`src/rtl/load_code_power_resistance_alu_assert.svh`:
```
// Assertion macros shared by the load code ALU files.
// Define ASSERT_OFF to compile the assertions out.
`ifndef LOAD_CODE_POWER_RESISTANCE_ALU_ASSERT_SVH
`define LOAD_CODE_POWER_RESISTANCE_ALU_ASSERT_SVH

`ifndef ASSERT_OFF
`define LCPR_ASSERT_SAME(lbl, clk, rst, ante, cons) \
  lbl: assert property (@(posedge clk) disable iff (rst) (ante) |-> (cons)) \
    else $error("lcpr: same-cycle check failed");
`define LCPR_ASSERT_NEXT(lbl, clk, rst, ante, cons) \
  lbl: assert property (@(posedge clk) disable iff (rst) (ante) |=> (cons)) \
    else $error("lcpr: next-cycle check failed");
`else
`define LCPR_ASSERT_SAME(lbl, clk, rst, ante, cons)
`define LCPR_ASSERT_NEXT(lbl, clk, rst, ante, cons)
`endif

`endif

```
`src/rtl/lcpr_pkg.sv`:
```
// ----------------------------------------------------------------------------
// lcpr_pkg
// Types and constants for the load code power / resistance ALU.
// ----------------------------------------------------------------------------
package lcpr_pkg;

  localparam int A_W         = 32;   // first_code width
  localparam int B_W         = 24;   // second_code / divisor width
  localparam int RES_W       = 32;   // result_code width
  localparam int POWER_SHIFT = 13;
  localparam int RES_SHIFT   = 16;
  localparam int NUM_W       = A_W + RES_SHIFT;   // widest dividend
  localparam int PROD_W      = A_W + B_W;
  localparam int WORD_W      = B_W + NUM_W;       // {remainder, dividend/quotient}
  localparam int N_CELLS     = NUM_W;             // one quotient bit per cell

  localparam logic [RES_W-1:0] DERIVED_LIMIT        = 32'hffff_ffff;
  localparam logic [B_W-1:0]   MEASURE_MAX_CODE_DEF = 24'hff_ffff;

  typedef enum logic [1:0] {
    OP_POWER = 2'd0,
    OP_RES   = 2'd1,
    OP_MEAS  = 2'd2,
    OP_NONE  = 2'd3
  } op_t;

  typedef struct packed {
    logic               valid;
    op_t                op;
    logic [B_W-1:0]     divisor;
    logic [WORD_W-1:0]  word;
  } stage_t;

endpackage

```
`src/rtl/lcpr_prep.sv`:
```
// ----------------------------------------------------------------------------
// lcpr_prep
// Input register: forms the dividend or the full power product per item.
// ----------------------------------------------------------------------------
module lcpr_prep import lcpr_pkg::*; (
  input  logic             clk,
  input  logic             rst,
  input  logic             advance,
  input  logic             in_valid,
  input  logic [1:0]       operation,
  input  logic [A_W-1:0]   first_code,
  input  logic [B_W-1:0]   second_code,
  output stage_t           stage_out
);

  op_t                op;
  logic [PROD_W-1:0]  prod;
  logic [WORD_W-1:0]  word_next;

  assign op   = op_t'(operation);
  assign prod = {{B_W{1'b0}}, first_code} * {{A_W{1'b0}}, second_code};

  always_comb begin
    case (op)
      OP_POWER: word_next = {{(WORD_W-PROD_W){1'b0}}, prod};
      OP_RES:   word_next = {{B_W{1'b0}}, first_code, {RES_SHIFT{1'b0}}};
      OP_MEAS:  word_next = {{(B_W+RES_SHIFT-POWER_SHIFT){1'b0}}, first_code,
                             {POWER_SHIFT{1'b0}}};
      default:  word_next = '0;
    endcase
  end

  always_ff @(posedge clk) begin
    if (rst) begin
      stage_out.valid <= 1'b0;
    end else if (advance) begin
      stage_out.valid <= in_valid;
    end
  end

  always_ff @(posedge clk) begin
    if (advance) begin
      stage_out.op      <= op;
      stage_out.divisor <= second_code;
      stage_out.word    <= word_next;
    end
  end

endmodule

```
`config.mk`:
```
export PLATFORM = sky130hd
export DESIGN_NAME = lcpr_prep
export DESIGN_NICKNAME = d
export VERILOG_FILES = /design/src/rtl/load_code_power_resistance_alu_assert.svh /design/src/rtl/lcpr_pkg.sv /design/src/rtl/lcpr_prep.sv
export SDC_FILE = /design/constraint.sdc
export NUM_CORES = 2
export LEC_CHECK = 0
export ABC_CLOCK_PERIOD_IN_PS = 8200
export CAP_MARGIN = 15
export CORE_ASPECT_RATIO = 0.9
export CORE_MARGIN = 5
export CORE_UTILIZATION = 30
export DETAILED_ROUTE_END_ITERATION = 10
export DONT_BUFFER_PORTS = 1
export GPL_ROUTABILITY_DRIVEN = 0
export MAX_ROUTING_LAYER = met4
export SYNTH_ARGS = -nofsm -noshare
export SYNTH_HDL_FRONTEND = slang
export SYNTH_SLANG_ARGS = --single-unit
```
`constraint.sdc`:
```
create_clock -name clk -period 8.2 [get_ports clk]
set_clock_uncertainty 0.05 [all_clocks]
set_input_delay 0.82 -clock clk [delete_from_list [all_inputs] [get_ports clk]]
set_output_delay 0.82 -clock clk [all_outputs]
set_load 0.02 [all_outputs]
```
After elaboration in Yosys (flattened, before gate mapping)
Index checks and enable logic that the tools add are counted.
{"block": "word_totals", "ff_bits": 99, "in_bits": 62}
{"block": "classes", "n_mul": 1, "eq_ne": 2, "mux": 1, "n_reduce_logical": 1}
{"cell": "56-bit case mux with 3 select lines", "n": 1}
{"cell": "32-bit by 24-bit multiplier with 56-bit output", "n": 1}
{"cell": "2-bit by 1-bit equality test with 1-bit output (second input constant)", "n": 1}
{"cell": "2-bit equality test (second input constant)", "n": 1}
{"cell": "2-bit logical NOT", "n": 1}

Longest topological paths before layout
{"block": "logic_depth", "word_depth": 2, "mapped_depth": 28, "depth_no_buf": 25}

Worst setup path before layout
OpenSTA, ideal clock, no wires.
{"block": "synth_path", "path_kind": "input port to flip-flop", "from": "input port first_code[22]", "to": "register stage_out[55] (netlist name) (data pin)", "setup_ns": 0.254, "arrival_ns": 7.056, "required_time_ns": 7.896, "setup_slack_ns": 0.840, "stages": 25, "cell_sequence": "clkbuf_1 > clkbuf_1 > nand2_1 > fa_1 > inv_1 > fa_1 > inv_1 > fa_1 > fa_1 > inv_1 > fa_1 > fa_1 > inv_1 > fa_1 > inv_1 > ha_1 > clkbuf_1 > and3_1 > and4_1 > o211ai_2 > a2111oi_4 > o2111ai_2 > a21o_1 > nand4_1 > a21bo_1"}
{"block": "synth_via", "elab_chain_cells": 2}
{"element": "start, declared", "line_no": "lcpr_prep.sv:11", "source": "input logic [A_W-1:0] first_code,"}
{"element": "32-bit by 24-bit multiplier with 56-bit output", "line_no": "lcpr_prep.sv:21", "source": "assign prod = {{B_W{1'b0}}, first_code} * {{A_W{1'b0}}, second_code};"}
{"element": "56-bit case mux with 3 select lines", "line_no": "lcpr_prep.sv:24", "source": "case (op)"}
{"element": "net word_next[55]", "line_no": "lcpr_prep.sv:18", "source": "logic [WORD_W-1:0] word_next;"}
{"element": "end, declared", "line_no": "lcpr_prep.sv:13", "source": "output stage_t stage_out"}
The timed path passes the listed nets, and every way through them passes these cells.
A chain may end at the register's enable or synchronous reset.

Worst setup path after layout
{"block": "layout_path", "from": "input port second_code[0]", "to": "register stage_out[50] (netlist name) (data pin)"}
{"block": "layout_via", "elab_chain_cells": 2}
{"element": "start, declared", "line_no": "lcpr_prep.sv:12", "source": "input logic [B_W-1:0] second_code,"}
{"element": "32-bit by 24-bit multiplier with 56-bit output", "line_no": "lcpr_prep.sv:21"}
{"element": "56-bit case mux with 3 select lines", "line_no": "lcpr_prep.sv:24"}
{"element": "net word_next[50]", "line_no": "lcpr_prep.sv:18"}
The timed path passes the listed nets, and every way through them passes these cells.

==> qor.csv <==
stage,metric,value,unit
floorplan,dieArea,100500,sq um
worst_setup_path,start_kind,primary input,
sta,slew_viol_final,0,
worst_setup_path,timing.rr.end,stage_out[98],
hold_path,min_from,rst,
floorplan,die_h,301.2,um
route,drc,0,
logic_synthesis,synth_cell_types,72,
logic_synthesis,synth-simple-area-share,16.54,%
placed_design,pre_cts_ws,445.9,ps
clock_network,clock_sinks,83,
logic_synthesis,synthCells,3107,
worst_setup_path,path_buf_inv,7,
hold_path,hold_path_class,primary input to flip-flop,
worst_setup_path,cpPeakStageDelay,550,ps
hold_path,worstHoldEndpoint,stage_out[98],
sta,final_hold_viol_count,0,
outcome,status,finished clean,
sta,fin_crit_sh,91.47,%
clock_network,worstSkewPairLatency,370,ps
sta,tns,0,ps
logic_synthesis,synth_xor_area_share,1.425,%
logic_synthesis,ys_seq_area_share,8.781,%
worst_setup_path,rr_worst_depth,2,
sta,max_freq,133.3,MHz
route,routed_wl,77440,um
layout,fin_cells,4183,
floorplan,pin_count,161,
worst_setup_path,r2r-start,stage_out[98],
worst_setup_path,crit_path_frequent_cell,fa_1,
floorplan,coreArea,93240,sq um
clock_network,htreeDepth,3,
route,first_iter_violations,1099,
hold_path,holdPathStages,1,
logic_synthesis,async_flop_share,0,%
layout,fin_nets,3837,
clock_network,cts_tree,yes,
clock_network,post-cts-setup-buffers,0,
grt,grt_remaining_overflow,0,
clock_network,path_clk_slew,80,ps
logic_synthesis,synth-main-ff-cell,edfxtp_1,
layout,reg_top3,stage_out: 83 flops,
clock_network,clockRootBuffer,clkbuf_16,
grt,grt_use_total,16.22,%
route,vias,19990,
worst_setup_path,crit_required,8260,ps
worst_setup_path,critPathSlowestCell,fa_1,
worst_setup_path,rrSetupSlack,7460,ps
route,via_per_inst,4.779,
layout,final_util,31.45,%
worst_setup_path,critPathKind,primary input to flip-flop,
grt,grt_pass1_wl,125200,um
sta,min_period,7500,ps
logic_synthesis,synth_top_family_by_area,adder cells,
clock_network,cts_buffers,9,
logic_synthesis,synth-seq-cells,83,
sta,rsz0062_at_grt,false,
grt,grt_start_max_net_pins,84,
clock_network,cts_hold_repair.buffers,0,
floorplan,start_util,30.32,%
sta,setup_viol,0,
layout,regMostFlops,stage_out,
sta,setup_ws,699.6,ps
layout,syn_to_final_growth,3.731,%
clock_network,cts_resized,0,
logic_synthesis,synth_mux_area_share,0.2124,%
worst_setup_path,worstPathMaxFanout,33,
sta,maxSlewHeadroom,46.06,%
layout,fillers,9703,
clock_network,clk_path_buf_depth,2,
placed_design,place_hpwl,59580,um
layout,largest_register_ffs,83,
logic_synthesis,synth_edf_count,82,
run,maxCapViolCount,0,
grt,grt_pass1_vias,21640,
grt,antenna_found_initial,1,
floorplan,fp.dieW,333.6,um
placed_design,io_buffers,0,
logic_synthesis,avgSynthCellArea,9.099,sq um
layout,drive_gt1_share,1.327,%
worst_setup_path,crit_family,adder cells,
worst_setup_path,endpoint_kind,flip-flop,
floorplan,rows,106,
route,dr.pass1.iters,6,
logic_synthesis,yosysWarnings,0,
route,wire_per_inst,18.51,um
logic_synthesis,synth_compound_area_share,5.599,%
sta,tightest_slew,809.1,ps
route,ant_nets,0,
worst_setup_path,worstPathArrival,7560,ps
logic_synthesis,syn_area,28270,sq um
logic_synthesis,synthAdderAreaFrac,54.65,%
placed_design,placed_cells,4166,
stage by stage:
stage               hold slack (ps)  cell area [sq um]
finish                        463.3              29330
CTS                           435.7              29320
global route                  441.1              29320
detailed placement            553.8              29010
floorplan                     528.8              28330
global placement              548.0              29010
cell families (layout without fill, tap and decap cells):
logic type	after synthesis	in the layout
compound gates	247	247
xor+xnor	46	46
fa+ha+maj	840	840
buf+inv	922	739
flops	83	83
mux	6	6
other cells	1	18
simple gates	962	962
layer usage:
metal / share of wire (%) / up-vias / GRT usage [%]
li1: - / 8734 / -
met1: 44 / 10510 / 21.99
met2: 48 / 665 / 26.33
met3: 7.2 / 81 / 2.699
met4: 1.4 / 0 / 2.418
met5: 0 / - / -
area by class of cell:
| type | instances | area [sq um] | area share [%] |
|---|---|---|---|
| repair buffers | 5 | 37.54 | 0.1280 |
| flip-flops and latches | 83 | 2482 | 8.465 |
| diodes | 2 | 5.005 | 0.01707 |
| multi-input cells | 2117 | 22230 | 75.82 |
| clock buffers | 9 | 225.2 | 0.7680 |
| well taps | 1242 | 1554 | 5.299 |
| clock inverters | 6 | 88.84 | 0.3029 |
| inverters | 719 | 2699 | 9.203 |
worst max-delay path by stage:
stage	from	to	slack, ps	cells past startpoint
after CTS	second_code[0]	stage_out[50]	850	25
after global placement	second_code[0]	stage_out[54]	420	25
after global routing	second_code[0]	stage_out[54]	410	25
final	second_code[0]	stage_out[50]	700	25
after floorplan	first_code[22]	stage_out[55]	840	25
after detailed placement	second_code[0]	stage_out[54]	450	25
cell usage after synthesis (4+ instances only):
cell	number	area [sq um]
xor2_1	20	175.2
nand2b_1	6	37.54
a22oi_1	4	30.03
nand2_1	500	1877
nor2_1	47	176.4
nor2b_1	5	31.28
a31oi_1	10	62.56
and2_1	331	2071
o31a_1	5	43.79
nand3_1	11	55.05
and3_1	12	75.07
fa_1	658	13170
o21ai_0	55	275.3
xnor2_1	26	227.7
o21ai_1	4	20.02
a21oi_1	89	445.4
ha_1	182	2277
inv_1	718	2695
buf_6	6	67.56
o21a_1	7	52.55
nor3_1	8	40.04
and3b_1	13	113.9
nand4_1	13	81.33
edfxtp_1	82	2462
buf_4	21	157.7
a21o_1	33	247.7
a211oi_1	4	30.03
mux2i_1	6	60.06
clkbuf_1	166	623.1
o21bai_1	9	67.56
placed cells by master (no fill, tap or decap), types with 3 or more instances in the layout:
cell / synthesis / routed
a31oi_1: 10 / 10
nand2_1: 500 / 500
nor2_1: 47 / 47
o31a_1: 5 / 5
conb_1: 1 / 16
and3b_1: 13 / 13
mux2i_1: 6 / 6
a22oi_1: 4 / 4
and3_1: 12 / 12
xnor2_1: 26 / 26
nand4_1: 13 / 13
o21a_1: 7 / 7
or2_2: 3 / 3
nand2b_1: 6 / 6
o21ai_0: 55 / 55
clkbuf_16: 0 / 9
nor2b_1: 5 / 4
ha_1: 182 / 182
xor2_1: 20 / 20
edfxtp_1: 82 / 82
a21oi_1: 89 / 89
and2_1: 331 / 331
a211oi_1: 4 / 4
nand3_1: 11 / 11
o21bai_1: 9 / 9
o21ai_1: 4 / 4
nor3_1: 8 / 8
fa_1: 658 / 658
buf_4: 21 / 5
a21o_1: 33 / 33
inv_1: 718 / 718
Power is not shown: default switching activity piles up to over one toggle a cycle in this logic, so the estimate is an artifact.
