**src/rtl/load_code_power_resistance_alu_assert.svh**
```systemverilog
// Assertion macros shared by the load code ALU files.
// Define ASSERT_OFF to compile the assertions out.
`ifndef LOAD_CODE_POWER_RESISTANCE_ALU_ASSERT_SVH
`define LOAD_CODE_POWER_RESISTANCE_ALU_ASSERT_SVH

`ifndef ASSERT_OFF
`define LCPR_ASSERT_SAME(lbl, clk, rst, ante, cons) \
  lbl: assert property (@(posedge clk) disable iff (rst) (ante) |-> (cons)) \
    else $error("lcpr: same-cycle check failed");
`define LCPR_ASSERT_NEXT(lbl, clk, rst, ante, cons) \
  lbl: assert property (@(posedge clk) disable iff (rst) (ante) |=> (cons)) \
    else $error("lcpr: next-cycle check failed");
`else
`define LCPR_ASSERT_SAME(lbl, clk, rst, ante, cons)
`define LCPR_ASSERT_NEXT(lbl, clk, rst, ante, cons)
`endif

`endif

```
**src/rtl/lcpr_pkg.sv**
```systemverilog
// ----------------------------------------------------------------------------
// lcpr_pkg
// Types and constants for the load code power / resistance ALU.
// ----------------------------------------------------------------------------
package lcpr_pkg;

  localparam int A_W         = 32;   // first_code width
  localparam int B_W         = 24;   // second_code / divisor width
  localparam int RES_W       = 32;   // result_code width
  localparam int POWER_SHIFT = 13;
  localparam int RES_SHIFT   = 16;
  localparam int NUM_W       = A_W + RES_SHIFT;   // widest dividend
  localparam int PROD_W      = A_W + B_W;
  localparam int WORD_W      = B_W + NUM_W;       // {remainder, dividend/quotient}
  localparam int N_CELLS     = NUM_W;             // one quotient bit per cell

  localparam logic [RES_W-1:0] DERIVED_LIMIT        = 32'hffff_ffff;
  localparam logic [B_W-1:0]   MEASURE_MAX_CODE_DEF = 24'hff_ffff;

  typedef enum logic [1:0] {
    OP_POWER = 2'd0,
    OP_RES   = 2'd1,
    OP_MEAS  = 2'd2,
    OP_NONE  = 2'd3
  } op_t;

  typedef struct packed {
    logic               valid;
    op_t                op;
    logic [B_W-1:0]     divisor;
    logic [WORD_W-1:0]  word;
  } stage_t;

endpackage

```
**src/rtl/lcpr_cell.sv**
```systemverilog
// ----------------------------------------------------------------------------
// lcpr_cell
// One restoring-divide step: shifts one dividend bit into the remainder and
// shifts one quotient bit in. Non-divide items pass through untouched.
// ----------------------------------------------------------------------------
module lcpr_cell import lcpr_pkg::*; (
  input  logic   clk,
  input  logic   rst,
  input  logic   advance,
  input  stage_t stage_in,
  output stage_t stage_out
);

  logic                dividing;
  logic [B_W:0]        trial;
  logic [B_W:0]        diff;
  logic                fits;
  logic [WORD_W-1:0]   word_next;

  assign dividing = (stage_in.op == OP_RES) || (stage_in.op == OP_MEAS);
  assign trial    = {stage_in.word[WORD_W-1:NUM_W], stage_in.word[NUM_W-1]};
  assign diff     = trial - {1'b0, stage_in.divisor};
  assign fits     = trial >= {1'b0, stage_in.divisor};

  always_comb begin
    if (!dividing) begin
      word_next = stage_in.word;
    end else if (fits) begin
      word_next = {diff[B_W-1:0], stage_in.word[NUM_W-2:0], 1'b1};
    end else begin
      word_next = {trial[B_W-1:0], stage_in.word[NUM_W-2:0], 1'b0};
    end
  end

  always_ff @(posedge clk) begin
    if (rst) begin
      stage_out.valid <= 1'b0;
    end else if (advance) begin
      stage_out.valid <= stage_in.valid;
    end
  end

  always_ff @(posedge clk) begin
    if (advance) begin
      stage_out.op      <= stage_in.op;
      stage_out.divisor <= stage_in.divisor;
      stage_out.word    <= word_next;
    end
  end

`include "load_code_power_resistance_alu_assert.svh"

  // partial remainder always stays below a nonzero divisor
  `LCPR_ASSERT_SAME(a_rem_below_div, clk, rst,
    stage_out.valid && (stage_out.op == OP_RES || stage_out.op == OP_MEAS)
      && stage_out.divisor != '0,
    stage_out.word[WORD_W-1:NUM_W] < stage_out.divisor)

endmodule

```
**config.mk**
```make
export PLATFORM = sky130hd
export DESIGN_NAME = lcpr_cell
export DESIGN_NICKNAME = d
export VERILOG_FILES = /design/src/rtl/lcpr_pkg.sv /design/src/rtl/lcpr_cell.sv
export VERILOG_INCLUDE_DIRS = /design/src /design/src/rtl
export SDC_FILE = /design/constraint.sdc
export NUM_CORES = 1
export LEC_CHECK = 0
export BUFFER_PORTS_ARGS = -buffer_cell sky130_fd_sc_hd__buf_2
export CORE_MARGIN = 10
export CORE_UTILIZATION = 54
export DETAILED_ROUTE_END_ITERATION = 10
export PLACE_DENSITY = 0.95
export SETUP_SLACK_MARGIN = 0.5
export SLEW_MARGIN = 15
export SYNTH_ARGS = -nofsm -noshare
export SYNTH_HDL_FRONTEND = slang
export SYNTH_SLANG_ARGS = --single-unit
```
**constraint.sdc**
```tcl
create_clock -name clk -period 4.3 [get_ports clk]
set_clock_uncertainty 0.15 [all_clocks]
set_input_delay 0.215 -clock clk [delete_from_list [all_inputs] [get_ports clk]]
set_output_delay 0.215 -clock clk [all_outputs]
set_load 0.01 [all_outputs]
```
## Yosys cells after proc, flatten, opt, wreduce, memory -nomap -nowiden

Cells that the tools add are included.

- Register bits: 99
- Bits of input ports: 102
- Output and inout port bits: 99

- $add $sub $neg: 1
- $lt $le $gt $ge: 1
- Eq/ne operators: 2
- Muxes and demuxes: 2
- Reduce and logical (&&, ||, !) cells: 1

Operators with widths:

| operator | count |
|---|---|
| $mux W72 | 2 |
| $ge A25 B24 Y1 | 1 |
| $sub A24 B24 Y24 | 1 |
| $eq A2 B1 Y1 const B | 1 |
| $eq A2 B2 Y1 const B | 1 |
| $logic_or A1 B1 Y1 | 1 |

## Logic depth before layout (Yosys ltp)

Gate-level depths: netlist of the first run.

- Depth after elaboration: 3
- Depth in mapped cells: 13
- Gate-level depth less buffers: 12

## Worst setup path before layout of the first run

No wires, ideal clock.

- Path kind: in2reg
- Start point: input stage_in[81] (netlist bit)
- End point: register stage_out[54] (netlist bit) (data pin)
- Setup time: 0.270 ns
- Arrival time: 2.336 ns
- Slack: 1.543 ns
- Cell stages on the path: 13
- Cells stage by stage: inv_1 ha_1 buf_2 nand2_1 or2_0 o221a_4 a2111oi_4 nor2_2 o21a_1 buf_6 buf_4 mux2i_1 a21oi_1

- Longest elaborated chain between the ends: 3

RTL lines:

| element | RTL line | RTL |
|---|---|---|
| from (decl) | lcpr_cell.sv:10 | `input stage_t stage_in,` |
| $ge A25 B24 Y1 | lcpr_cell.sv:23 | `assign fits = trial >= {1'b0, stage_in.divisor};` |
| $mux W72 | lcpr_cell.sv:28 | `end else if (fits) begin` |
| $mux W72 | lcpr_cell.sv:26 | `if (!dividing) begin` |
| via word_next[54] | lcpr_cell.sv:18 | `logic [WORD_W-1:0] word_next;` |
| to (decl) | lcpr_cell.sv:11 | `output stage_t stage_out` |

The timed path passes the listed nets, and every way through them passes these cells.
A chain may end at the register's enable or synchronous reset.

## Worst setup path after layout of the first run

- Start point: input stage_in[82] (netlist bit)
- End point: register stage_out[51] (netlist bit) (data pin)

The elaborated chain is that of the path after synthesis.

==> flow_summary.ini, run 1 <==
[drt]
route.detailed.drc = 0
drtPass1Iterations = 8
antenna_left = 0
drt-wirelength-per-cell_um = 21.0
finalWirelength_um = 20100
dr.first_iter.drc_count = 867
via_per_inst = 5.73
vias = 5495

[layout]
final_common_cell = buf_2
final_cell_mix = buf_2, nand2_1, edfxtp_1
area_delta_synth_final_pct = 41.7
area.sequential_um2 = 2960
n_fill_cell = 548
drive_gt1_share_pct = 28.1
nets = 944
multi_input_area_um2 = 2250
regMostFlops = stage_out
reg_top3 = stage_out: 99 flops
largest_reg_flops = 99

[place]
gp_congestion = 0.873
preCtsSetupSlack_ns = 0.765
io_buffers = 200
dp_hpwl_um = 12600

[die]
die_w_um = 120
core_area_um2 = 9730
die-height_um = 120
row_count = 36
dieArea_um2 = 14400
num_io_pins = 201
start_util_pct = 55.4

[logic_synthesis]
yosys.cell_types.count = 47
synth.avg_cell_area_um2 = 10.1
ys_ff_latch = 99
yosysTopAreaCell = edfxtp_1
syn_area_um2 = 5390
ys_seq_area_share_pct = 55.0
syn_inst = 535
synth.net_count = 662
ys_warn_count = 0
synth_edf_count = 98
async_reset_ff_share_pct = 0
synthFlopType = edfxtp_1
synth_area_leaders = edfxtp_1, nand2_1, ha_1
post-synth-top-area-fraction_pct = 54.6

[power]
p_per_area_nw_per_um2 = 342
pwr-share-comb_pct = 28.8
p_sw_share_pct = 31.6
p_seq_share_pct = 47.1
p_int_uw = 1790
clock_power_share_pct = 24.1
totalPowerFinal_uw = 2610
p_sw_uw = 825
max-vdd-ir-drop_v = 0.000191
p_leak_uw = 0.00352

[setup_path]
crit_fanout = 18
crit_cells = 13
cp.buffers_inverters = 4
crit_path_max_incr_delay_ns = 0.53
critPathCaptureType = flop
cpMaxStageDelayCell = dlygate4sd3_1
cp.required_ns = 4.36
crit_chain = dlygate4sd3_1 > buf_2 > inv_1 > ha_1 > nand2_1 > or2_0 > o221a_4 > a2111oi_4 > nor2_2 > o21a_1 > buf_4 > or3_1 > a31oi_1
cp.arrival_ns = 3.71
start_kind = input pin
reg2regPathDepth = 3
crit_type = in2reg
crit_family = compound AO/OA/AOI/OAI gates

[outcome]
outcome = finished, final reports clean

[global_routing]
grt_max_degree = 77
grt_pass1_vias = 5683
antenna_found_initial = 3
grt_use_total_pct = 27.3
grt_pass1_wl_um = 31100
overflow = 0

[clock_network]
cts_sinks = 99
h-tree-depth = 3
cts_root_buffer = clkbuf_8
cts_buffer_depth = 2
clk_pin_slew_ns = 0.10
cts_tree = yes
worstSkewPairLatency_ns = 0.36
cts_buffers = 9

[timing]
finalSetupViolCount = 0
maxSlewViolCount = 0
period_share_pct = 85.0
worst_pin_slew_ns = 0.976
slew-limit-headroom_pct = 34.9
hold_viol_final = 0
setup_ws_ns = 0.645
hold-worst-slack_ns = 0.00911
finalSetupTns_ns = 0
max_freq_mhz = 274
rsz0062_at_grt = false
period_minus_slack_ns = 3.66

[flow_run]
cap_violations = 0

[hold_path]
min_path_type = in2reg
hold_path_depth = 3
[cells by family after synthesis]
group / share of synthesized area, %
mux: 2.60
compound gates: 11.0
flops: 55.0
xor+xnor: 3.41
simple gates: 18.1
buf+inv: 4.00
fa+ha+maj: 5.95
[worst min-delay path, cell delays in order]
cell and delay, ns:
buf_2 0.09, nand2_1 0.05, nand2_1 0.06
[power groups by stage]
stage          Combinational [uW]  Sequential, uW  Clock, uW
2_1_floorplan                 302            1300          0
3_3_place_gp                  601            1240          0
3_5_place_dp                  631            1250          0
4_1_cts                       715            1220        625
5_1_grt                       811            1240        672
6_report                      752            1230        628
[synth_stat cells (5+ instances only)]
library cell and n:
nand2_1 162, edfxtp_1 98, a21oi_1 37, inv_1 30, nor2_1 25, ha_1 24
mux2i_1 14, nand3_1 14, clkbuf_1 13, o21ai_0 12, xnor2_1 11, xor2_1 10
a21o_1 9, o211ai_1 9, a31oi_1 6, nor2b_1 5
[area by class of cell]
class,instances,area share (%)
Timing Repair Buffer,294,25.3
Antenna cell,4,0.131
Inverter,30,1.47
Multi-Input combinational cell,383,29.5
Tap cell,133,2.18
Clock inverter,7,0.983
Sequential cell,99,38.8
Clock buffer,9,1.62
[timing repair]
item                       in CTS  in global routing
gates resized for setup         0                  1
hold buffers                   89                  0
setup endpoints to repair       0                 17
buffers inserted                0                  0
hold endpoints to repair       71                  0
[stage by stage]
stage / instances / utilization, % / cell area (um2)
detailed placement: 850 / 67.0 / 6520
global route: 958 / 78.4 / 7630
finish: 959 / 78.5 / 7630
floorplan: 535 / - / 5390
global placement: 850 / 67.0 / 6520
CTS: 955 / 78.2 / 7610
[layer usage]
metal | track usage, % | part of all wire (%) | up-vias | wire length, um
met5 | 0 | 0 | - | 0
met1 | 29.6 | 35 | 2583 | 7010
met3 | 7.41 | 9.9 | 81 | 2000
met2 | 49.0 | 51 | 401 | 10200
li1 | - | - | 2430 | -
met4 | 11.5 | 4.5 | 0 | 898
[path summary, 6_finish.rpt]
check | to | start | slack [ns]
setup / recovery | stage_out[51] | stage_in[82] | 0.64
hold / removal | stage_out[20] | stage_in[20] | 0.009
setup reg to reg | stage_out[98] | stage_out[98] | 2.96
hold reg to reg | stage_out[98] | stage_out[98] | 0.94
Note: power is estimated with default switching activity, not from simulation.
==> inputs of run 2 (changes only) <==
--- a/config.mk
+++ b/config.mk
@@ -7,6 +7,7 @@
 export NUM_CORES = 1
 export LEC_CHECK = 0
 export BUFFER_PORTS_ARGS = -buffer_cell sky130_fd_sc_hd__buf_2
+export CORE_ASPECT_RATIO = 1.4
 export CORE_MARGIN = 10
 export CORE_UTILIZATION = 54
 export DETAILED_ROUTE_END_ITERATION = 10
==> run 2 against run 1 <==
Against the previous run:
- count of clock-buffer cells in the layout rose by 1
- largest power group unchanged
- die area rose by 0.40%
- global-route usage fell by 2.2 points
- sequential share of layout area rose by 1.5 points
- clock power rose by 26%
- highest routed layer unchanged
- final cell count fell by 3.9%
- wire length fell by 6.8%
- via count fell by 5.5%
==> flow_summary.ini, run 2 (synthesized netlist as in run 1, its figures left out) <==
[outcome]
outcome = finished, final reports clean

[global_routing]
grt_pass1_vias = 5295
grt_max_degree = 79
grt_pass1_wl_um = 28900
grt_use_total_pct = 25.1
antenna_found_initial = 1
overflow = 0

[die]
dieArea_um2 = 14400
die-height_um = 138
core_area_um2 = 9850
die_w_um = 104
row_count = 43
start_util_pct = 54.7
num_io_pins = 201

[layout]
area_delta_synth_final_pct = 36.4
reg_top3 = stage_out: 99 flops
final_cell_mix = buf_2, nand2_1, edfxtp_1
regMostFlops = stage_out
stdcell_area_um2 = 7350
drive_gt1_share_pct = 29.4
area.sequential_um2 = 2960
largest_reg_flops = 99
nets = 907
multi_input_area_um2 = 2240
n_fill_cell = 623
final_common_cell = buf_2

[drt]
vias = 5192
dr.first_iter.drc_count = 438
via_per_inst = 5.63
route.detailed.drc = 0
antenna_left = 0
drt-wirelength-per-cell_um = 20.4
finalWirelength_um = 18800
drtPass1Iterations = 5

[power]
max-vdd-ir-drop_v = 0.000268
p_sw_uw = 833
p_sw_share_pct = 30.6
p_seq_share_pct = 45.1
pwr-share-comb_pct = 25.8
clock_power_share_pct = 29.1
p_per_area_nw_per_um2 = 370
p_int_uw = 1890
p_leak_uw = 0.00340

[timing]
finalSetupViolCount = 0
rsz0062_at_grt = false
maxSlewViolCount = 0
period_share_pct = 84.1
finalSetupTns_ns = 0
period_minus_slack_ns = 3.61
max_freq_mhz = 277
slew-limit-headroom_pct = 36.0
hold_viol_final = 0
worst_pin_slew_ns = 0.960

[flow_run]
cap_violations = 0

[setup_path]
crit_type = in2reg
start_kind = input pin
crit_fanout = 13
cp.required_ns = 4.21
critPathCaptureType = flop
cp.arrival_ns = 3.53

[clock_network]
cts_buffers = 9
cts_sinks = 99
h-tree-depth = 3
worstSkewPairLatency_ns = 0.35
cts_buffer_depth = 2
cts_root_buffer = clkbuf_16
clk_pin_slew_ns = 0.08
cts_tree = yes

[hold_path]
min_path_type = in2reg

[place]
dp_hpwl_um = 12700
gp_congestion = 0.884
io_buffers = 200
place_area_um2 = 6530
[run 2: changes by cell type in the layout (fill, tap and decap cells not counted), sizes merged]
cell         before  now
dlygate4sd3      89   52
diode             4    2
bufinv            1    0
clkbuf            9   10
clkinv            3    4
clkinvlp          1    0
[run 2: timing repair]
| item | 4_1_cts | 5_1_grt |
|---|---|---|
| buffers inserted | 0 | 0 |
| hold buffers | 52 | 0 |
| endpoints found under the setup margin | 0 | 9 |
| endpoints found under the hold margin | 49 | 0 |
| gates resized for setup | 0 | 1 |
[run 2: cell type report]
type	count	share of cell area (%)
inverter	30	1.53
clock buffer	10	3.12
sequential	99	40.3
clock inverter	6	0.784
timing repair buffer	257	21.4
antenna	2	0.0681
multi-input combinational	383	30.4
tap	135	2.30
[run 2: power groups by stage]
stage	clock network (uW)	logic (uW)	registers, uW
floorplan	0	302	1300
global placement	0	606	1240
detailed placement	0	631	1240
CTS	786	680	1220
global route	831	756	1230
finish	792	700	1230
[run 2: per-layer routing]
layer | GRT usage, % | wire [um] | part of all wire [%] | vias up
li1 | - | - | - | 2357
met1 | 26.8 | 6570 | 35 | 2460
met2 | 44.5 | 9820 | 52 | 322
met3 | 6.47 | 1650 | 8.8 | 53
met4 | 12.5 | 726 | 3.9 | 0
met5 | 0 | 0 | 0 | -
[run 2: per-stage QoR]
step	cells	hold WS (ns)	util (%)	total power (uW)	setup WS [ns]
detailed placement	852	0.224	66.3	1870	0.851
global placement	852	0.221	66.3	1840	0.943
finish	922	0.00459	74.6	2720	0.686
floorplan	535	0.137	-	1600	1.54
global route	921	0.00422	74.6	2820	0.535
CTS	920	0.000210	74.5	2690	0.659
[run 2: worst max-delay path, cell delays in order]
cell and delay [ns]:
dlygate4sd3_1 0.53, buf_2 0.12, inv_1 0.05, ha_1 0.34, and3_1 0.22, a221oi_1 0.52
o221a_4 0.30, a2111oi_4 0.09, nor2_2 0.12, o21a_2 0.32, buf_4 0.27, mux2i_1 0.26
o21ai_0 0.16
[run 2: path summary, 6_finish.rpt]
| path | to | cells after the start | from | slack [ns] |
|---|---|---|---|---|
| max reg2reg | stage_out[98] | 3 | stage_out[98] | 3.01 |
| min reg2reg | stage_out[98] | 3 | stage_out[98] | 0.88 |
| max | stage_out[49] | 13 | stage_in[78] | 0.69 |
| min | stage_out[10] | 3 | stage_in[10] | 0.005 |
==> inputs of run 3 (changes only) <==
--- a/config.mk
+++ b/config.mk
@@ -9,9 +9,9 @@
 export BUFFER_PORTS_ARGS = -buffer_cell sky130_fd_sc_hd__buf_2
 export CORE_ASPECT_RATIO = 1.4
 export CORE_MARGIN = 10
-export CORE_UTILIZATION = 54
+export CORE_UTILIZATION = 45
 export DETAILED_ROUTE_END_ITERATION = 10
-export PLACE_DENSITY = 0.95
+export PLACE_DENSITY = 0.86
 export SETUP_SLACK_MARGIN = 0.5
 export SLEW_MARGIN = 15
 export SYNTH_ARGS = -nofsm -noshare
==> constraint.sdc (replaced) <==
create_clock -name clk -period 3.32 [get_ports clk]
set_clock_uncertainty 0.15 [all_clocks]
set_input_delay 0.166 -clock clk [delete_from_list [all_inputs] [get_ports clk]]
set_output_delay 0.166 -clock clk [all_outputs]
set_load 0.01 [all_outputs]
==> run 3 against run 2 <==
Against the previous run:
- clock power grew 33%
- total power increased by 33%
- final cell count is 7.6% higher
- hold slack about the same
- sequential share of layout area shrank 2.9 points
- via count is 0.39% higher
- non-clock buffer count increased by 54
- register-to-register slack got worse by 0.97 ns
- largest power group unchanged
- largest cell class unchanged
- utilization is 7.3 points lower
- setup slack lost 0.10 ns
- sequential power up 28%
- sequential cell count did not move
- critical path type unchanged
==> flow_summary.ini, run 3 (synthesized netlist as in run 1, its figures left out) <==
[outcome]
outcome = finished, final reports clean

[clock_network]
cts_buffers = 9
cts_root_buffer = clkbuf_16
cts_sinks = 99
worstSkewPairLatency_ns = 0.34
cts_buffer_depth = 2
h-tree-depth = 3
cts_tree = yes
clk_pin_slew_ns = 0.07

[layout]
final_util_pct = 67.3
final-instance-count-excl-fill = 992
drive_gt1_share_pct = 29.2
stdcell_area_um2 = 7920
regMostFlops = stage_out
area_delta_synth_final_pct = 46.9
largest_reg_flops = 99
reg_top3 = stage_out: 99 flops
final_common_cell = buf_2
final_cell_mix = buf_2, nand2_1, edfxtp_1
nets = 961

[place]
io_buffers = 200
placed_cells = 873
gp_congestion = 0.880
place_area_um2 = 6620
dp_hpwl_um = 11900

[power]
p_int_uw = 2560
max-vdd-ir-drop_v = 0.000255
p_leak_uw = 0.00364
p_sw_share_pct = 29.0
pwr-share-comb_pct = 27.0
clock_power_share_pct = 29.2
p_seq_share_pct = 43.8
p_per_area_nw_per_um2 = 456
p_sw_uw = 1050

[drt]
dr.first_iter.drc_count = 364
drtPass1Iterations = 5
antenna_left = 0
via_per_inst = 5.25
route.detailed.drc = 0
vias = 5212
finalWirelength_um = 18100
drt-wirelength-per-cell_um = 18.3

[global_routing]
grt_pass1_wl_um = 27400
grt_use_total_pct = 20.3
antenna_found_initial = 5
grt_pass1_vias = 5406
overflow = 0
grt_max_degree = 41

[timing]
slew-limit-headroom_pct = 65.5
rsz0062_at_grt = false
finalSetupViolCount = 0
period_share_pct = 82.4
hold_viol_final = 0
finalSetupTns_ns = 0
worst_pin_slew_ns = 0.518
max_freq_mhz = 366
period_minus_slack_ns = 2.73
maxSlewViolCount = 0

[die]
num_io_pins = 201
core_area_um2 = 11800
die_w_um = 112
row_count = 47
die-height_um = 149
dieArea_um2 = 16800
start_util_pct = 45.8

[setup_path]
cp.required_ns = 3.35
start_kind = input pin
critPathCaptureType = flop
crit_type = in2reg
cp.arrival_ns = 2.77
crit_fanout = 7

[hold_path]
min_path_type = in2reg

[flow_run]
cap_violations = 0
==> run 3: changes by cell type in the layout (fill, tap and decap cells not counted), sizes merged <==
| cell | before | now |
|---|---|---|
| dlygate4sd3 | 52 | 96 |
| diode | 2 | 7 |
| bufinv | 0 | 1 |
| clkinvlp | 0 | 1 |
| clkbuf | 10 | 9 |
| buf | 205 | 215 |
| clkinv | 4 | 2 |
==> run 3: routing by layer <==
metal | up-vias | part of all wire (%) | GRT usage, %
li1 | 2476 | - | -
met1 | 2465 | 37 | 21.2
met2 | 218 | 52 | 36.4
met3 | 53 | 6.3 | 4.89
met4 | 0 | 4.5 | 11.5
met5 | - | 0 | 0
==> run 3: worst paths after layout <==
kind / startpoint / endpoint / slack (ns) / cells after the start
setup / recovery: stage_in[93] / stage_out[67] / 0.59 / 10
hold / removal: stage_in[58] / stage_out[58] / 0.005 / 3
setup reg to reg: stage_out[98] / stage_out[98] / 2.04 / 3
hold reg to reg: stage_out[98] / stage_out[98] / 0.88 / 3
==> run 3: metrics by stage <==
| step | total power [uW] | setup slack (ns) | hold slack (ns) |
|---|---|---|---|
| floorplan | 2080 | 0.612 | 0.0884 |
| global placement | 2410 | 0.241 | 0.174 |
| detailed placement | 2430 | 0.179 | 0.177 |
| CTS | 3590 | 0.545 | 0.000127 |
| global route | 3760 | 0.505 | 0.0222 |
| finish | 3610 | 0.585 | 0.00499 |
==> run 3: timing repair <==
item,CTS,global route
resized for setup,0,6
endpoints found under the hold margin,76,0
hold buffers,96,0
buffers inserted,0,1
setup endpoints to repair,0,23
==> run 3: power groups by stage <==
stage	clock (uW)	sequential [uW]	combinational, uW
finish	1050	1580	976
global placement	0	1600	811
detailed placement	0	1600	829
global route	1110	1590	1060
floorplan	0	1680	392
CTS	1070	1580	946
==> run 3: cell type report <==
cell class                 count  area [um2]
fill                         883        3850
sequential                    99        2960
multi-input combinational    383        2260
timing repair buffer         311        2090
clock buffer                   9         225
tap                          147         184
inverter                      30         113
clock inverter                 6        63.8
antenna                        7        17.5
==> run 3: worst max-delay path: stages <==
cell           delay, ns
dlygate4sd3_1       0.53
buf_2               0.12
inv_1               0.05
ha_1                0.34
nand3_1             0.19
nor4_1              0.34
nor4_1              0.12
o21a_2              0.20
or4_1               0.54
a21oi_1             0.17
