<file path="src/rtl/load_code_power_resistance_alu_assert.svh">
// Assertion macros shared by the load code ALU files.
// Define ASSERT_OFF to compile the assertions out.
`ifndef LOAD_CODE_POWER_RESISTANCE_ALU_ASSERT_SVH
`define LOAD_CODE_POWER_RESISTANCE_ALU_ASSERT_SVH

`ifndef ASSERT_OFF
`define LCPR_ASSERT_SAME(lbl, clk, rst, ante, cons) \
  lbl: assert property (@(posedge clk) disable iff (rst) (ante) |-> (cons)) \
    else $error("lcpr: same-cycle check failed");
`define LCPR_ASSERT_NEXT(lbl, clk, rst, ante, cons) \
  lbl: assert property (@(posedge clk) disable iff (rst) (ante) |=> (cons)) \
    else $error("lcpr: next-cycle check failed");
`else
`define LCPR_ASSERT_SAME(lbl, clk, rst, ante, cons)
`define LCPR_ASSERT_NEXT(lbl, clk, rst, ante, cons)
`endif

`endif

</file>
<file path="src/rtl/lcpr_pkg.sv">
// ----------------------------------------------------------------------------
// lcpr_pkg
// Types and constants for the load code power / resistance ALU.
// ----------------------------------------------------------------------------
package lcpr_pkg;

  localparam int A_W         = 32;   // first_code width
  localparam int B_W         = 24;   // second_code / divisor width
  localparam int RES_W       = 32;   // result_code width
  localparam int POWER_SHIFT = 13;
  localparam int RES_SHIFT   = 16;
  localparam int NUM_W       = A_W + RES_SHIFT;   // widest dividend
  localparam int PROD_W      = A_W + B_W;
  localparam int WORD_W      = B_W + NUM_W;       // {remainder, dividend/quotient}
  localparam int N_CELLS     = NUM_W;             // one quotient bit per cell

  localparam logic [RES_W-1:0] DERIVED_LIMIT        = 32'hffff_ffff;
  localparam logic [B_W-1:0]   MEASURE_MAX_CODE_DEF = 24'hff_ffff;

  typedef enum logic [1:0] {
    OP_POWER = 2'd0,
    OP_RES   = 2'd1,
    OP_MEAS  = 2'd2,
    OP_NONE  = 2'd3
  } op_t;

  typedef struct packed {
    logic               valid;
    op_t                op;
    logic [B_W-1:0]     divisor;
    logic [WORD_W-1:0]  word;
  } stage_t;

endpackage

</file>
<file path="src/rtl/lcpr_finish.sv">
// ----------------------------------------------------------------------------
// lcpr_finish
// Output register: scales the product, applies saturation and the zero
// divisor rule, and holds the result until transferred.
// ----------------------------------------------------------------------------
module lcpr_finish import lcpr_pkg::*; #(
  parameter logic [B_W-1:0] MEASURE_MAX_CODE = MEASURE_MAX_CODE_DEF
) (
  input  logic             clk,
  input  logic             rst,
  input  logic             advance,
  input  stage_t           stage_in,
  output logic             out_valid,
  output logic [RES_W-1:0] result_code,
  output logic             saturated,
  output logic             divide_by_zero
);

  localparam logic [RES_W-1:0] MEAS_LIMIT = {{(RES_W-B_W){1'b0}}, MEASURE_MAX_CODE};

  logic [PROD_W-POWER_SHIFT-1:0] power;
  logic [NUM_W-1:0]              quot;
  logic                          div_zero;
  logic [RES_W-1:0]              result_next;
  logic                          sat_next;
  logic                          dz_next;

  assign power    = stage_in.word[PROD_W-1:POWER_SHIFT];
  assign quot     = stage_in.word[NUM_W-1:0];
  assign div_zero = stage_in.divisor == '0;

  always_comb begin
    result_next = '0;
    sat_next    = 1'b0;
    dz_next     = 1'b0;
    case (stage_in.op)
      OP_POWER: begin
        if (power[PROD_W-POWER_SHIFT-1:RES_W] != '0) begin
          result_next = DERIVED_LIMIT;
          sat_next    = 1'b1;
        end else begin
          result_next = power[RES_W-1:0];
        end
      end
      OP_RES: begin
        if (div_zero || quot[NUM_W-1:RES_W] != '0) begin
          result_next = DERIVED_LIMIT;
          sat_next    = 1'b1;
          dz_next     = div_zero;
        end else begin
          result_next = quot[RES_W-1:0];
        end
      end
      OP_MEAS: begin
        if (div_zero || quot > {{(NUM_W-RES_W){1'b0}}, MEAS_LIMIT}) begin
          result_next = MEAS_LIMIT;
          sat_next    = 1'b1;
          dz_next     = div_zero;
        end else begin
          result_next = quot[RES_W-1:0];
        end
      end
      default: begin
        result_next = '0;
      end
    endcase
  end

  always_ff @(posedge clk) begin
    if (rst) begin
      out_valid <= 1'b0;
    end else if (advance) begin
      out_valid <= stage_in.valid;
    end
  end

  always_ff @(posedge clk) begin
    if (advance) begin
      result_code    <= result_next;
      saturated      <= sat_next;
      divide_by_zero <= dz_next;
    end
  end

`include "load_code_power_resistance_alu_assert.svh"

  `LCPR_ASSERT_SAME(a_dz_implies_sat, clk, rst,
    out_valid && divide_by_zero, saturated)
  `LCPR_ASSERT_SAME(a_sat_is_limit, clk, rst,
    out_valid && saturated,
    result_code == DERIVED_LIMIT || result_code == MEAS_LIMIT)
  // a transfer with a valid final cell must present a fresh result next cycle
  `LCPR_ASSERT_NEXT(a_result_follows, clk, rst,
    advance && stage_in.valid, out_valid)

endmodule

</file>
<file path="config.mk">
export PLATFORM = sky130hd
export DESIGN_NAME = lcpr_finish
export DESIGN_NICKNAME = d
export VERILOG_FILES = /design/src/rtl/lcpr_pkg.sv /design/src/rtl/lcpr_finish.sv
export VERILOG_INCLUDE_DIRS = /design/src /design/src/rtl
export SDC_FILE = /design/constraint.sdc
export NUM_CORES = 1
export LEC_CHECK = 0
export BUFFER_PORTS_ARGS = -buffer_cell sky130_fd_sc_hd__buf_2
export CELL_PAD_IN_SITES_DETAIL_PLACEMENT = 1
export CELL_PAD_IN_SITES_GLOBAL_PLACEMENT = 2
export CORE_MARGIN = 10
export CORE_UTILIZATION = 27
export CTS_BUF_LIST = sky130_fd_sc_hd__clkbuf_8
export DETAILED_ROUTE_END_ITERATION = 7
export GPL_ROUTABILITY_DRIVEN = 0
export GPL_TIMING_DRIVEN = 0
export HOLD_SLACK_MARGIN = 0.08
export PLACE_DENSITY = 0.95
export SLEW_MARGIN = 20
export SYNTH_ARGS = -nofsm -noshare
export SYNTH_HDL_FRONTEND = slang
export SYNTH_SLANG_ARGS = --single-unit
</file>
<file path="constraint.sdc">
create_clock -name clk -period 5.5 [get_ports clk]
set_input_delay 0.55 -clock clk [delete_from_list [all_inputs] [get_ports clk]]
set_output_delay 0.55 -clock clk [all_outputs]
set_load 0.02 [all_outputs]
</file>
# After elaboration in Yosys (flattened, before gate mapping)
# Cells that the tools add are included.
[totals]
ff_bits = 35
in_bits = 102
output_inout_bits = 35
elab_cells = 24
[classes]
order_cmp = 1
eq_ne = 2
mux = 11
reduce_logical = 6
[ops]
columns = ["operator", "n"]
rows = [
  ["$mux W32", 3],
  ["$pmux W32 S3", 1],
  ["$gt A48 B24 Y1 const B", 1],
  ["$logic_not A24 Y1", 1],
  ["$reduce_bool A16 Y1", 1],
  ["$reduce_bool A11 Y1", 1],
  ["$mux W1", 5],
  ["$pmux W1 S3", 1],
  ["$eq A2 B1 Y1 const B", 1],
  ["$eq A2 B2 Y1 const B", 1],
  ["$logic_not A2 Y1", 1],
  ["$logic_or A1 B1 Y1", 2],
  ["$pmux W1 S2", 1],
]

# Depth between registers and ports, before layout
# Gate-level depths: netlist (run 1).
[logic_depth]
depth_word = 4
depth_mapped = 8
depth_no_buf = 6

# Least setup slack after synthesis (run 1)
# OpenSTA, ideal clock, no wires.
[synth_path]
path_kind = "input -> register"
start = "input stage_in[43] (netlist bit)"
end = "register result_code[11], data pin"
setup_time_ps = 259
arrival_time_ps = 2098
t_required_ps = 5241
setup_slack_ps = 3143
stages = 7
path_buffers = 2
cell_sequence = "or4_4 nor3_4 o211ai_4 and2_1 buf_6 buf_8 o31a_1"
[synth_between]
elab_chain_len = 4
word_cells_on_any_way = 7
classes_between = "1 x order compare; 3 x mux; 3 x reduce/logical"
[synth_lines]
columns = ["element", "line_no", "rtl"]
rows = [
  ["start: declaration", "lcpr_finish.sv:12", "input stage_t stage_in,"],
  ["$gt A48 B24 Y1 or $reduce_bool A16 Y1 (tied branches)", "lcpr_finish.sv:55, lcpr_finish.sv:46", ""],
  ["$logic_or A1 B1 Y1 (on tied branches)", "lcpr_finish.sv:55, lcpr_finish.sv:46", ""],
  ["$mux W32 (on tied branches)", "lcpr_finish.sv:55, lcpr_finish.sv:46", ""],
  ["$pmux W32 S3 (*)", "lcpr_finish.sv:36", "case (stage_in.op)"],
  ["named net result_next[11]", "lcpr_finish.sv:24", "logic [RES_W-1:0] result_next;"],
  ["end signal: assignment", "lcpr_finish.sv:79", "result_code <= result_next;"],
  ["end: declaration", "lcpr_finish.sv:14", "output logic [RES_W-1:0] result_code,"],
]
# The timed path passes the listed nets; every way through them passes the cells marked *.
# A chain may end at the register's enable or synchronous reset.

# Worst setup path in the final report (run 1)
[layout_path]
start = "input stage_in[43] (netlist bit)"
end = "register result_code[17], data pin"
# Same word-level chain as after synthesis.

==> summary.txt, run 1 <==
=================================================================================
Cell Count, Final, Fillers Out                                                461
Area taken by multi-input logic gates                                0.001170 mm^2
TNS Setup                                                                    0 ns
RSZ-0062 raised after global routing                                           no
Buffers from clock root to sink, at most                                        2
Critical Path Fanout Max                                                       10
CTS clk-pin slew, worst paths                                             0.07 ns
Via count of the first global-routing pass                                   2822
Area of the core                                                     0.008341 mm^2
DR iter-0 viols                                                               194
Number of violations of the max-capacitance limit                               0
Critical path's slowest cell                                         sky130_fd_sc_hd__or4_4
Number of instances resized during post-cts repair                              0
Final Max Slew Viols                                                            0
Dominant synthesized flop cell                                       sky130_fd_sc_hd__edfxtp_1
Kind of cell adding the most delay to the critical path              simple AND/OR/NAND/NOR gates
Worst path arrival time                                                   2.56 ns
Top post-synthesis cells by count                                    sky130_fd_sc_hd__edfxtp_1 (34), sky130_fd_sc_hd__o31a_1 (25), sky130_fd_sc_hd__a22oi_1 (24), sky130_fd_sc_hd__a31oi_1 (24), sky130_fd_sc_hd__nand2b_1 (24)
Area of the mapped netlist                                           0.002347 mm^2
Post-detailed-route count of antenna-violating nets                             0
Total die area                                                       0.01282 mm^2
Wirelength, routed                                                        9391 um
Antenna Diode Count                                                             0
Dominant cell by count in the synthesized netlist                    sky130_fd_sc_hd__edfxtp_1
Post-synthesis average cell area                                       10.29 um^2
Clock Sinks                                                                    35
Clock latency of the later-clocked register in the worst-skew pair        0.29 ns
Post-Place Setup Slack                                                   2.750 ns
Share of Yosys cell area claimed by the top area cell type                 0.4350
Buf+Inv Stages, Crit Path                                                       2
Number of vias per cell after detailed routing                              5.393
Count of boundary I/O pins                                                    137
Die Y                                                                    113.2 um
Maximum vdd ir drop                                                  0.00008449 V
Sequential fraction of the synthesis area                                  0.4435
Pre-Repair DR Iteration Count                                                   4
Largest net degree at the start of global routing                              36
Class of the most critical hold timing path                                in2reg
Port Buffers                                                                  120
Result of the run                                                    complete, no violations
Worst max-slew margin expressed relative to the limit                      0.4581
Share of the clock period used by the worst path after layout              0.4563
Cts bufs inserted                                                               5
Final Critical Period                                                    2.510 ns
Master cell of the clock root buffer                                 sky130_fd_sc_hd__clkbuf_8
Floorplan die width                                                      113.2 um
Flip-flop and latch count after synthesis                                      35
Relative area change from synthesis to final layout                        35.98%
Top area cells in the synthesized netlist                            sky130_fd_sc_hd__edfxtp_1 (43%), sky130_fd_sc_hd__o31a_1 (9.3%), sky130_fd_sc_hd__a22oi_1 (7.7%), sky130_fd_sc_hd__a31oi_1 (6.4%), sky130_fd_sc_hd__nand2b_1 (6.4%)
Filler Cell Count                                                            1002
Total congestion overflow                                                       0
Element type at the critical path start                                input port
Antenna violations before repair                                                0
Power Dens Cells                                                     243.8 mW/mm^2
Min setup slack post-route                                               2.990 ns
Max stage delay on crit path                                              0.55 ns
Leakage dissipation                                                      1.294 nW
Initial core utilization                                                   0.2814
TritonCTS clock tree                                                          yes
Post-Syn Nets                                                                 334
Fraction of layout instances using a drive strength above 1                0.4045
Worst setup EP type                                                          flop
Crit-path cells                                                      buf_2 > or4_4 > nor3_4 > o2111a_1 > clkbuf_1 > a31oi_1 > o31a_1
Number of warnings issued by yosys                                              0
Final setup vio count                                                           0
Final hold viol count                                                           0
Max Freq                                                                398.5 MHz
Post-synth EDFFs                                                               34
Type of the worst setup path                                               in2reg
Pin slew with the least headroom to its limit                           0.8129 ns
Wirelength per Cell                                                      20.37 um
All-layer global routing usage                                             0.1424
Inst Count DP                                                                 453
Post-Synthesis Cells                                                          228
Net total in the final layout                                                 461
Required time at the endpoint of the critical path                        5.55 ns
H-tree levels                                                                   2
Number of vias in the routed layout                                          2486
Setup bufs post-CTS                                                             0
Unique masters post-synth                                                      33
Area occupied by registers                                           0.001041 mm^2
Row count                                                                      33
Cell type contributing the most total cell area after synthesis      sky130_fd_sc_hd__edfxtp_1
Fraction of registers with async set or reset after synthesis                   0
Setup skew after layout                                                      0 ns
First-pass GRT wire length                                               14910 um
Residual DRC                                                                    0
CTS Hold Bufs                                                                   0
Half-perimeter wire length after placement                                7489 um
=================================================================================
==> area by class of cell <==
cell class | instances | area share
sequential | 35 | 0.3261
buffer | 24 | 0.03802
multi-input combinational | 165 | 0.3665
clock buffer | 5 | 0.02156
timing repair buffer | 120 | 0.1882
tap | 105 | 0.04116
inverter | 4 | 0.004704
clock inverter | 3 | 0.01372
==> power by group <==
group          total (mW)  internal, mW  switching [mW]  leakage [nW]
Sequential          0.331         0.325         0.00626         0.340
Combinational       0.209        0.0835           0.125         0.896
Clock               0.238         0.135           0.103        0.0581
Total               0.778         0.543           0.235          1.29
==> state kept, by name (all words and copies together) (netlist names) <==
register	flops
out_valid	1
saturated	1
result_code	32
divide_by_zero	1
==> logic make-up after synthesis <==
group           after synthesis  share of synthesized area
mux                           1                   0.004265
compound gates              109                     0.3348
simple gates                 51                     0.1381
flops                        35                     0.4435
fa+ha+maj                     4                    0.02132
buf+inv                      28                    0.05810
==> cell usage in the layout, fill, tap and decap left out, types with 8 or more instances in the layout <==
master / synthesis / final
sky130_fd_sc_hd__a22oi_1: 24 / 24
sky130_fd_sc_hd__buf_2: 1 / 121
sky130_fd_sc_hd__clkbuf_1: 18 / 18
sky130_fd_sc_hd__a21oi_1: 17 / 17
sky130_fd_sc_hd__edfxtp_1: 34 / 34
sky130_fd_sc_hd__o21ai_0: 8 / 8
sky130_fd_sc_hd__a31oi_1: 24 / 24
sky130_fd_sc_hd__a31o_2: 8 / 8
sky130_fd_sc_hd__nor4_1: 9 / 9
sky130_fd_sc_hd__o31a_1: 25 / 25
sky130_fd_sc_hd__nand2b_1: 24 / 24
==> worst paths after layout <==
| path | from | to | slack, ns | cells after the start |
|---|---|---|---|---|
| setup reg to reg | out_valid$_SDFFE_PP0P_ | out_valid$_SDFFE_PP0P_ | 4.92 | 2 |
| hold reg to reg | out_valid$_SDFFE_PP0P_ | out_valid$_SDFFE_PP0P_ | 0.50 | 2 |
| hold / removal | rst | out_valid$_SDFFE_PP0P_ | 0.40 | 2 |
| setup / recovery | stage_in[43] | result_code[17]$_DFFE_PP_ | 2.99 | 7 |
==> stage by stage <==
step	power (mW)	utilization	instance area, um^2	hold slack [ns]
after floorplan	0.4542	-	2347	0.5788
after global placement	0.5405	0.3692	3079	0.4681
after detailed placement	0.5469	0.3692	3079	0.4858
after CTS	0.7873	0.3827	3192	0.3898
after global routing	0.8184	0.3827	3192	0.4042
final	0.7780	0.3827	3192	0.4038
==> routing by layer <==
metal  vias to the layer above  wire length [um]  part of all wire  global-route usage
met1                      1200              3813              0.41              0.1628
li1                       1181                 -                 -                   -
met4                         0               139             0.015             0.04484
met2                        96              4638              0.49              0.2385
met3                         9               799             0.085             0.05547
met5                         -                 0                 0                   0
No activity file was read; power rests on OpenSTA's default activity.
==> run 2: changes to the inputs <==
Settings changed: CORE_UTILIZATION 27 to 25, PLACE_DENSITY 0.95 to 0.9.
Clock period 5.5 ns to 2.4 ns, I/O delays scaled along.
==> run 2 against run 1 <==
Register-to-register slack lost 3.1 ns. Total power up 130%. Global-route usage down 0.88 points. Worst setup slack got worse by 2.7 ns. Clock power is 130% higher. Design area up 0.24%. Core utilization is 3.5 points lower. Non-clock buffer count unchanged. Sequential share of layout area down 0.077 points. Worst hold slack lost 0.32 ns. Wire length decreased by 0.75%. Largest power group unchanged.
==> summary.txt, run 2 (synthesized netlist as in run 1, its figures left out) <==
=================================================================================
Register with the highest flop count                                  result_code
Element type at the critical path start                                input port
All-layer global routing usage                                             0.1336
Net total in the final layout                                                 461
Leakage dissipation                                                      1.294 nW
First-pass GRT wire length                                               14340 um
Port Buffers                                                                  120
Via count of the first global-routing pass                                   2755
Combinational share of power                                                0.268
Buffers from clock root to sink, at most                                        2
Met3 Routed Length                                                         740 um
Die Y                                                                    116.9 um
Max FFs per register                                                           32
Total congestion overflow                                                       0
Pre-Repair DR Iteration Count                                                   4
Worst max-slew margin expressed relative to the limit                      0.4512
Floorplan die width                                                      116.9 um
Antenna Diode Count                                                             0
Switching share of power                                                   0.3025
Area of the core                                                     0.009196 mm^2
Count of boundary I/O pins                                                    137
Result of the run                                                    complete, no violations
RSZ-0062 raised after global routing                                           no
CTS clk-pin slew, worst paths                                             0.08 ns
Hold_ws                                                                0.08852 ns
Wirelength per Cell                                                      19.96 um
Commonest non-fill, non-tap cell in the layout                       sky130_fd_sc_hd__buf_2
Relative area change from synthesis to final layout                        36.30%
Sequential share of power                                                   0.425
Final Max Slew Viols                                                            0
H-tree levels                                                                   2
TritonCTS clock tree                                                          yes
Total die area                                                       0.01366 mm^2
Number of vias per cell after detailed routing                              5.340
Number of vias in the routed layout                                          2494
Number of instances resized during post-cts repair                              0
Routed length on met2                                                     4743 um
Number of violations of the max-capacitance limit                               0
Clock Sinks                                                                    35
Residual DRC                                                                    0
Setup bufs post-CTS                                                             0
Fraction of power consumed by the clock network                             0.307
Max Freq                                                                468.6 MHz
Half-perimeter wire length after placement                                7452 um
Clock latency of the later-clocked register in the worst-skew pair        0.30 ns
Share of the clock period used by the worst path after layout              0.8893
Class of the most critical hold timing path                                in2reg
Top routing layer used                                                       met4
Type of the worst setup path                                               in2reg
CTS Hold Bufs                                                                   0
Cell-internal power                                                      1.245 mW
Antenna violations before repair                                                0
Initial core utilization                                                   0.2552
Leading cell types in the layout, fill and taps excluded             sky130_fd_sc_hd__buf_2 (121), sky130_fd_sc_hd__edfxtp_1 (34), sky130_fd_sc_hd__o31a_1 (25)
Master cell of the clock root buffer                                 sky130_fd_sc_hd__clkbuf_8
Post-detailed-route count of antenna-violating nets                             0
Fraction of layout instances using a drive strength above 1                0.4045
Maximum vdd ir drop                                                   0.0002139 V
Pin slew with the least headroom to its limit                           0.8232 ns
Switching power summed over all nets                                     540.2 uW
Setup skew after layout                                                      0 ns
Required time at the endpoint of the critical path                        2.45 ns
Final setup vio count                                                           0
Met1 wire length                                                          3715 um
Final hold viol count                                                           0
Final total power                                                        1.786 mW
Final Critical Period                                                    2.134 ns
Worst path arrival time                                                   2.19 ns
Cts bufs inserted                                                               5
DR iter-0 viols                                                               160
Power Dens Cells                                                     558.1 mW/mm^2
Critical Path Fanout Max                                                       10
Row count                                                                      35
Worst setup EP type                                                          flop
Wirelength, routed                                                        9321 um
Largest net degree at the start of global routing                              36
=================================================================================
[run 2: through the flow]
stage,cell area (um^2),utilization,instances,TNS (ns),worst slack [ns]
final,3199,0.3479,467,0,0.2658
after global routing,3199,0.3479,467,0,0.1648
after global placement,3087,0.3356,459,0,0.01154
after CTS,3199,0.3479,467,0,0.2889
after detailed placement,3087,0.3356,459,-0.08436,-0.03020
after floorplan,2347,-,228,0,0.3534
[run 2: area by class of cell]
class,count,area (um^2)
Sequential cell,35,1041
Clock buffer,5,68.82
Tap cell,111,138.9
Timing Repair Buffer,120,600.6
Fill cell,1111,5997
Buffer,24,121.4
Multi-Input combinational cell,165,1170
Inverter,4,15.01
Clock inverter,3,43.79
[run 2: metal layers]
layer / vias to the layer above / GRT usage
met1: 1201 / 0.1512
met2: 99 / 0.2347
met5: - / 0
li1: 1183 / -
met4: 0 / 0.04119
met3: 11 / 0.04128
[run 2: worst max-delay path, stage by stage]
cell and delay, ns:
sky130_fd_sc_hd__buf_2 0.10, sky130_fd_sc_hd__or4_4 0.56, sky130_fd_sc_hd__nor3_4 0.19, sky130_fd_sc_hd__o2111a_1 0.39, sky130_fd_sc_hd__clkbuf_1 0.40, sky130_fd_sc_hd__a31oi_1 0.16, sky130_fd_sc_hd__o31a_1 0.14
[run 2: worst paths after layout]
check,start,endpoint,slack (ns),depth (start not counted)
worst max-delay path,stage_in[43],result_code[16]$_DFFE_PP_,0.27,7
worst min-delay path,rst,out_valid$_SDFFE_PP0P_,0.09,2
worst max register to register,out_valid$_SDFFE_PP0P_,out_valid$_SDFFE_PP0P_,1.82,2
worst min register to register,out_valid$_SDFFE_PP0P_,out_valid$_SDFFE_PP0P_,0.50,2
[run 2: power by group through the flow]
stage | Combinational [mW] | Sequential (mW) | Clock (mW)
floorplan | 0.185 | 0.856 | 0
global placement | 0.469 | 0.772 | 0
detailed placement | 0.479 | 0.774 | 0
CTS | 0.482 | 0.761 | 0.562
global route | 0.525 | 0.766 | 0.586
finish | 0.478 | 0.759 | 0.548
==> run 3: changes to the inputs <==
Settings changed: BUFFER_PORTS_ARGS -buffer_cell sky130_fd_sc_hd__buf_2 to -buffer_cell sky130_fd_sc_hd__clkbuf_2, REMOVE_ABC_BUFFERS set to 1.
==> run 3 against run 2 <==
First-iteration DRC count is 23% lower. Worst setup slack better by 0.018 ns. Worst hold slack better by 0.013 ns. Total power down 7.4%. Maximum frequency up 0.87%. Wire length down 1.1%. Core utilization shrank 1.5 points. Design area decreased by 4.3%. Register-to-register slack got worse by 0.02 ns. Clock-buffer cell count unchanged. Sequential share of layout area increased by 1.5 points. Highest routed layer unchanged.
==> summary.txt, run 3 (synthesized netlist as in run 1, its figures left out) <==
=================================================================================
Net total in the final layout                                                 437
First-pass GRT wire length                                               14250 um
Row count                                                                      35
Power Dens Cells                                                     540.2 mW/mm^2
Clock Sinks                                                                    35
Initial core utilization                                                   0.2552
Final Critical Period                                                    2.116 ns
Standard cell area after detailed placement                          0.002970 mm^2
TritonCTS clock tree                                                          yes
Max Freq                                                                472.6 MHz
Type of the worst setup path                                               in2reg
Required time at the endpoint of the critical path                        2.55 ns
Die Y                                                                    116.9 um
Max FFs per register                                                           32
Register with the highest flop count                                  result_code
Combinational share of power                                                0.277
Residual DRC                                                                    0
Final total power                                                        1.654 mW
Worst R2R End                                                        out_valid$_SDFFE_PP0P_
Wirelength, routed                                                        9222 um
TNS Setup                                                                    0 ns
Area of the core                                                     0.009196 mm^2
Final hold viol count                                                           0
Critical Path Fanout Max                                                       34
Final Max Slew Viols                                                            0
Wirelength per Cell                                                      20.82 um
Antenna Diode Count                                                             0
Critical path's slowest cell                                         sky130_fd_sc_hd__and2_1
Instance count along the most critical hold path                                2
Sequential share of power                                                   0.460
Pre-Repair DR Iteration Count                                                   4
Post-detailed-route count of antenna-violating nets                             0
Endpoint with the worst hold slack                                   out_valid$_SDFFE_PP0P_
Via count of the first global-routing pass                                   2682
Min setup slack post-route                                              0.2841 ns
Total die area                                                       0.01366 mm^2
Buf+Inv Stages, Crit Path                                                       2
Buffers from clock root to sink, at most                                        2
Class of the most critical hold timing path                                in2reg
Leakage dissipation                                                      1.248 nW
Element type at the critical path start                                input port
Leading cell types in the layout, fill and taps excluded             sky130_fd_sc_hd__clkbuf_2 (120), sky130_fd_sc_hd__edfxtp_1 (34), sky130_fd_sc_hd__o31a_1 (25)
Share of the clock period used by the worst path after layout              0.8816
Clock latency of the later-clocked register in the worst-skew pair        0.29 ns
Hold path startpoint                                                          rst
Number of vias in the routed layout                                          2425
Startpoint of the worst register-to-register path                    out_valid$_SDFFE_PP0P_
R2R cell count                                                                  2
Final Cell Area                                                      0.003062 mm^2
Largest net degree at the start of global routing                              36
Switching share of power                                                   0.3212
Commonest non-fill, non-tap cell in the layout                       sky130_fd_sc_hd__clkbuf_2
Maximum vdd ir drop                                                   0.0001819 V
Setup bufs post-CTS                                                             0
Setup skew after layout                                                      0 ns
Antenna violations before repair                                                0
Pin slew with the least headroom to its limit                            1.052 ns
DR iter-0 viols                                                               124
Relative area change from synthesis to final layout                        30.44%
Cts bufs inserted                                                               5
Cell-internal power                                                      1.123 mW
Result of the run                                                    complete, no violations
Worst path arrival time                                                   2.27 ns
Worst setup EP type                                                          flop
Post-Place Setup Slack                                                 -0.2265 ns
Number of violations of the max-capacitance limit                               0
Max stage delay on crit path                                              0.93 ns
Final setup vio count                                                           0
Fraction of power consumed by the clock network                             0.263
H-tree levels                                                                   2
Floorplan die width                                                      116.9 um
Worst max-slew margin expressed relative to the limit                      0.2983
Crit-path cells                                                      clkbuf_2 > inv_1 > ha_2 > and2_1 > o31a_1
Switching power summed over all nets                                     531.2 uW
Port Buffers                                                                  120
Number of vias per cell after detailed routing                              5.474
All-layer global routing usage                                             0.1337
RSZ-0062 raised after global routing                                           no
Master cell of the clock root buffer                                 sky130_fd_sc_hd__clkbuf_8
Worst reg2reg setup slack                                                 1.80 ns
Total congestion overflow                                                       0
Fraction of layout instances using a drive strength above 1                0.4337
CTS clk-pin slew, worst paths                                             0.08 ns
Kind of cell adding the most delay to the critical path              simple AND/OR/NAND/NOR gates
Half-perimeter wire length after placement                                6785 um
Count of boundary I/O pins                                                    137
=================================================================================
-- run 3: changes by cell type in the layout (fill, tap and decap cells not counted), sizes merged --
cell / change
bufinv: -1
buf: -126
clkinvlp: +1
clkbuf: +102
-- run 3: timing repair --
action	in CTS	in global routing
endpoints found under the hold margin	0	0
setup endpoints to repair	0	33
hold buffers	0	0
resized for setup	0	4
-- run 3: worst max-delay path by stage --
stage | endpoint | depth (start not counted) | slack, ns | startpoint
finish | result_code[17]$_DFFE_PP_ | 5 | 0.28 | stage_in[96]
global route | result_code[23]$_DFFE_PP_ | 5 | 0.08 | stage_in[50]
CTS | result_code[23]$_DFFE_PP_ | 6 | 0.07 | stage_in[95]
detailed placement | result_code[14]$_DFFE_PP_ | 6 | -0.23 | stage_in[43]
global placement | result_code[15]$_DFFE_PP_ | 6 | -0.62 | stage_in[96]
floorplan | result_code[0]$_DFFE_PP_ | 5 | 0.30 | stage_in[43]
-- run 3: routing by layer --
metal | up-vias | wire, um | track usage | part of all wire
met5 | - | 0 | 0 | 0
li1 | 1133 | - | - | -
met2 | 105 | 4549 | 0.2295 | 0.49
met1 | 1169 | 3465 | 0.1491 | 0.38
met3 | 18 | 1007 | 0.05556 | 0.11
met4 | 0 | 199 | 0.03624 | 0.022
-- run 3: final cells by class --
class	count	area [um^2]
Fill cell	1094	6135
Multi-Input combinational cell	165	1182
Sequential cell	35	1041
Timing Repair Buffer	120	600.6
Tap cell	111	138.9
Clock buffer	5	68.82
Clock inverter	3	15.01
Inverter	4	15.01
-- run 3: through the flow --
step	std cells	util	hold slack, ns
after global placement	435	0.3224	0.4031
final	443	0.3329	0.1015
after floorplan	204	-	0.3124
after global routing	443	0.3329	0.09324
after CTS	443	0.3321	0.08864
after detailed placement	435	0.3230	0.4029
-- run 3: power groups by stage --
stage          combinational [mW]  sequential [mW]  clock [mW]
2_1_floorplan               0.169            0.856           0
3_3_place_gp                0.447            0.773           0
3_5_place_dp                0.462            0.776           0
4_1_cts                     0.463            0.762       0.456
5_1_grt                     0.504            0.768       0.479
6_report                    0.458            0.761       0.435
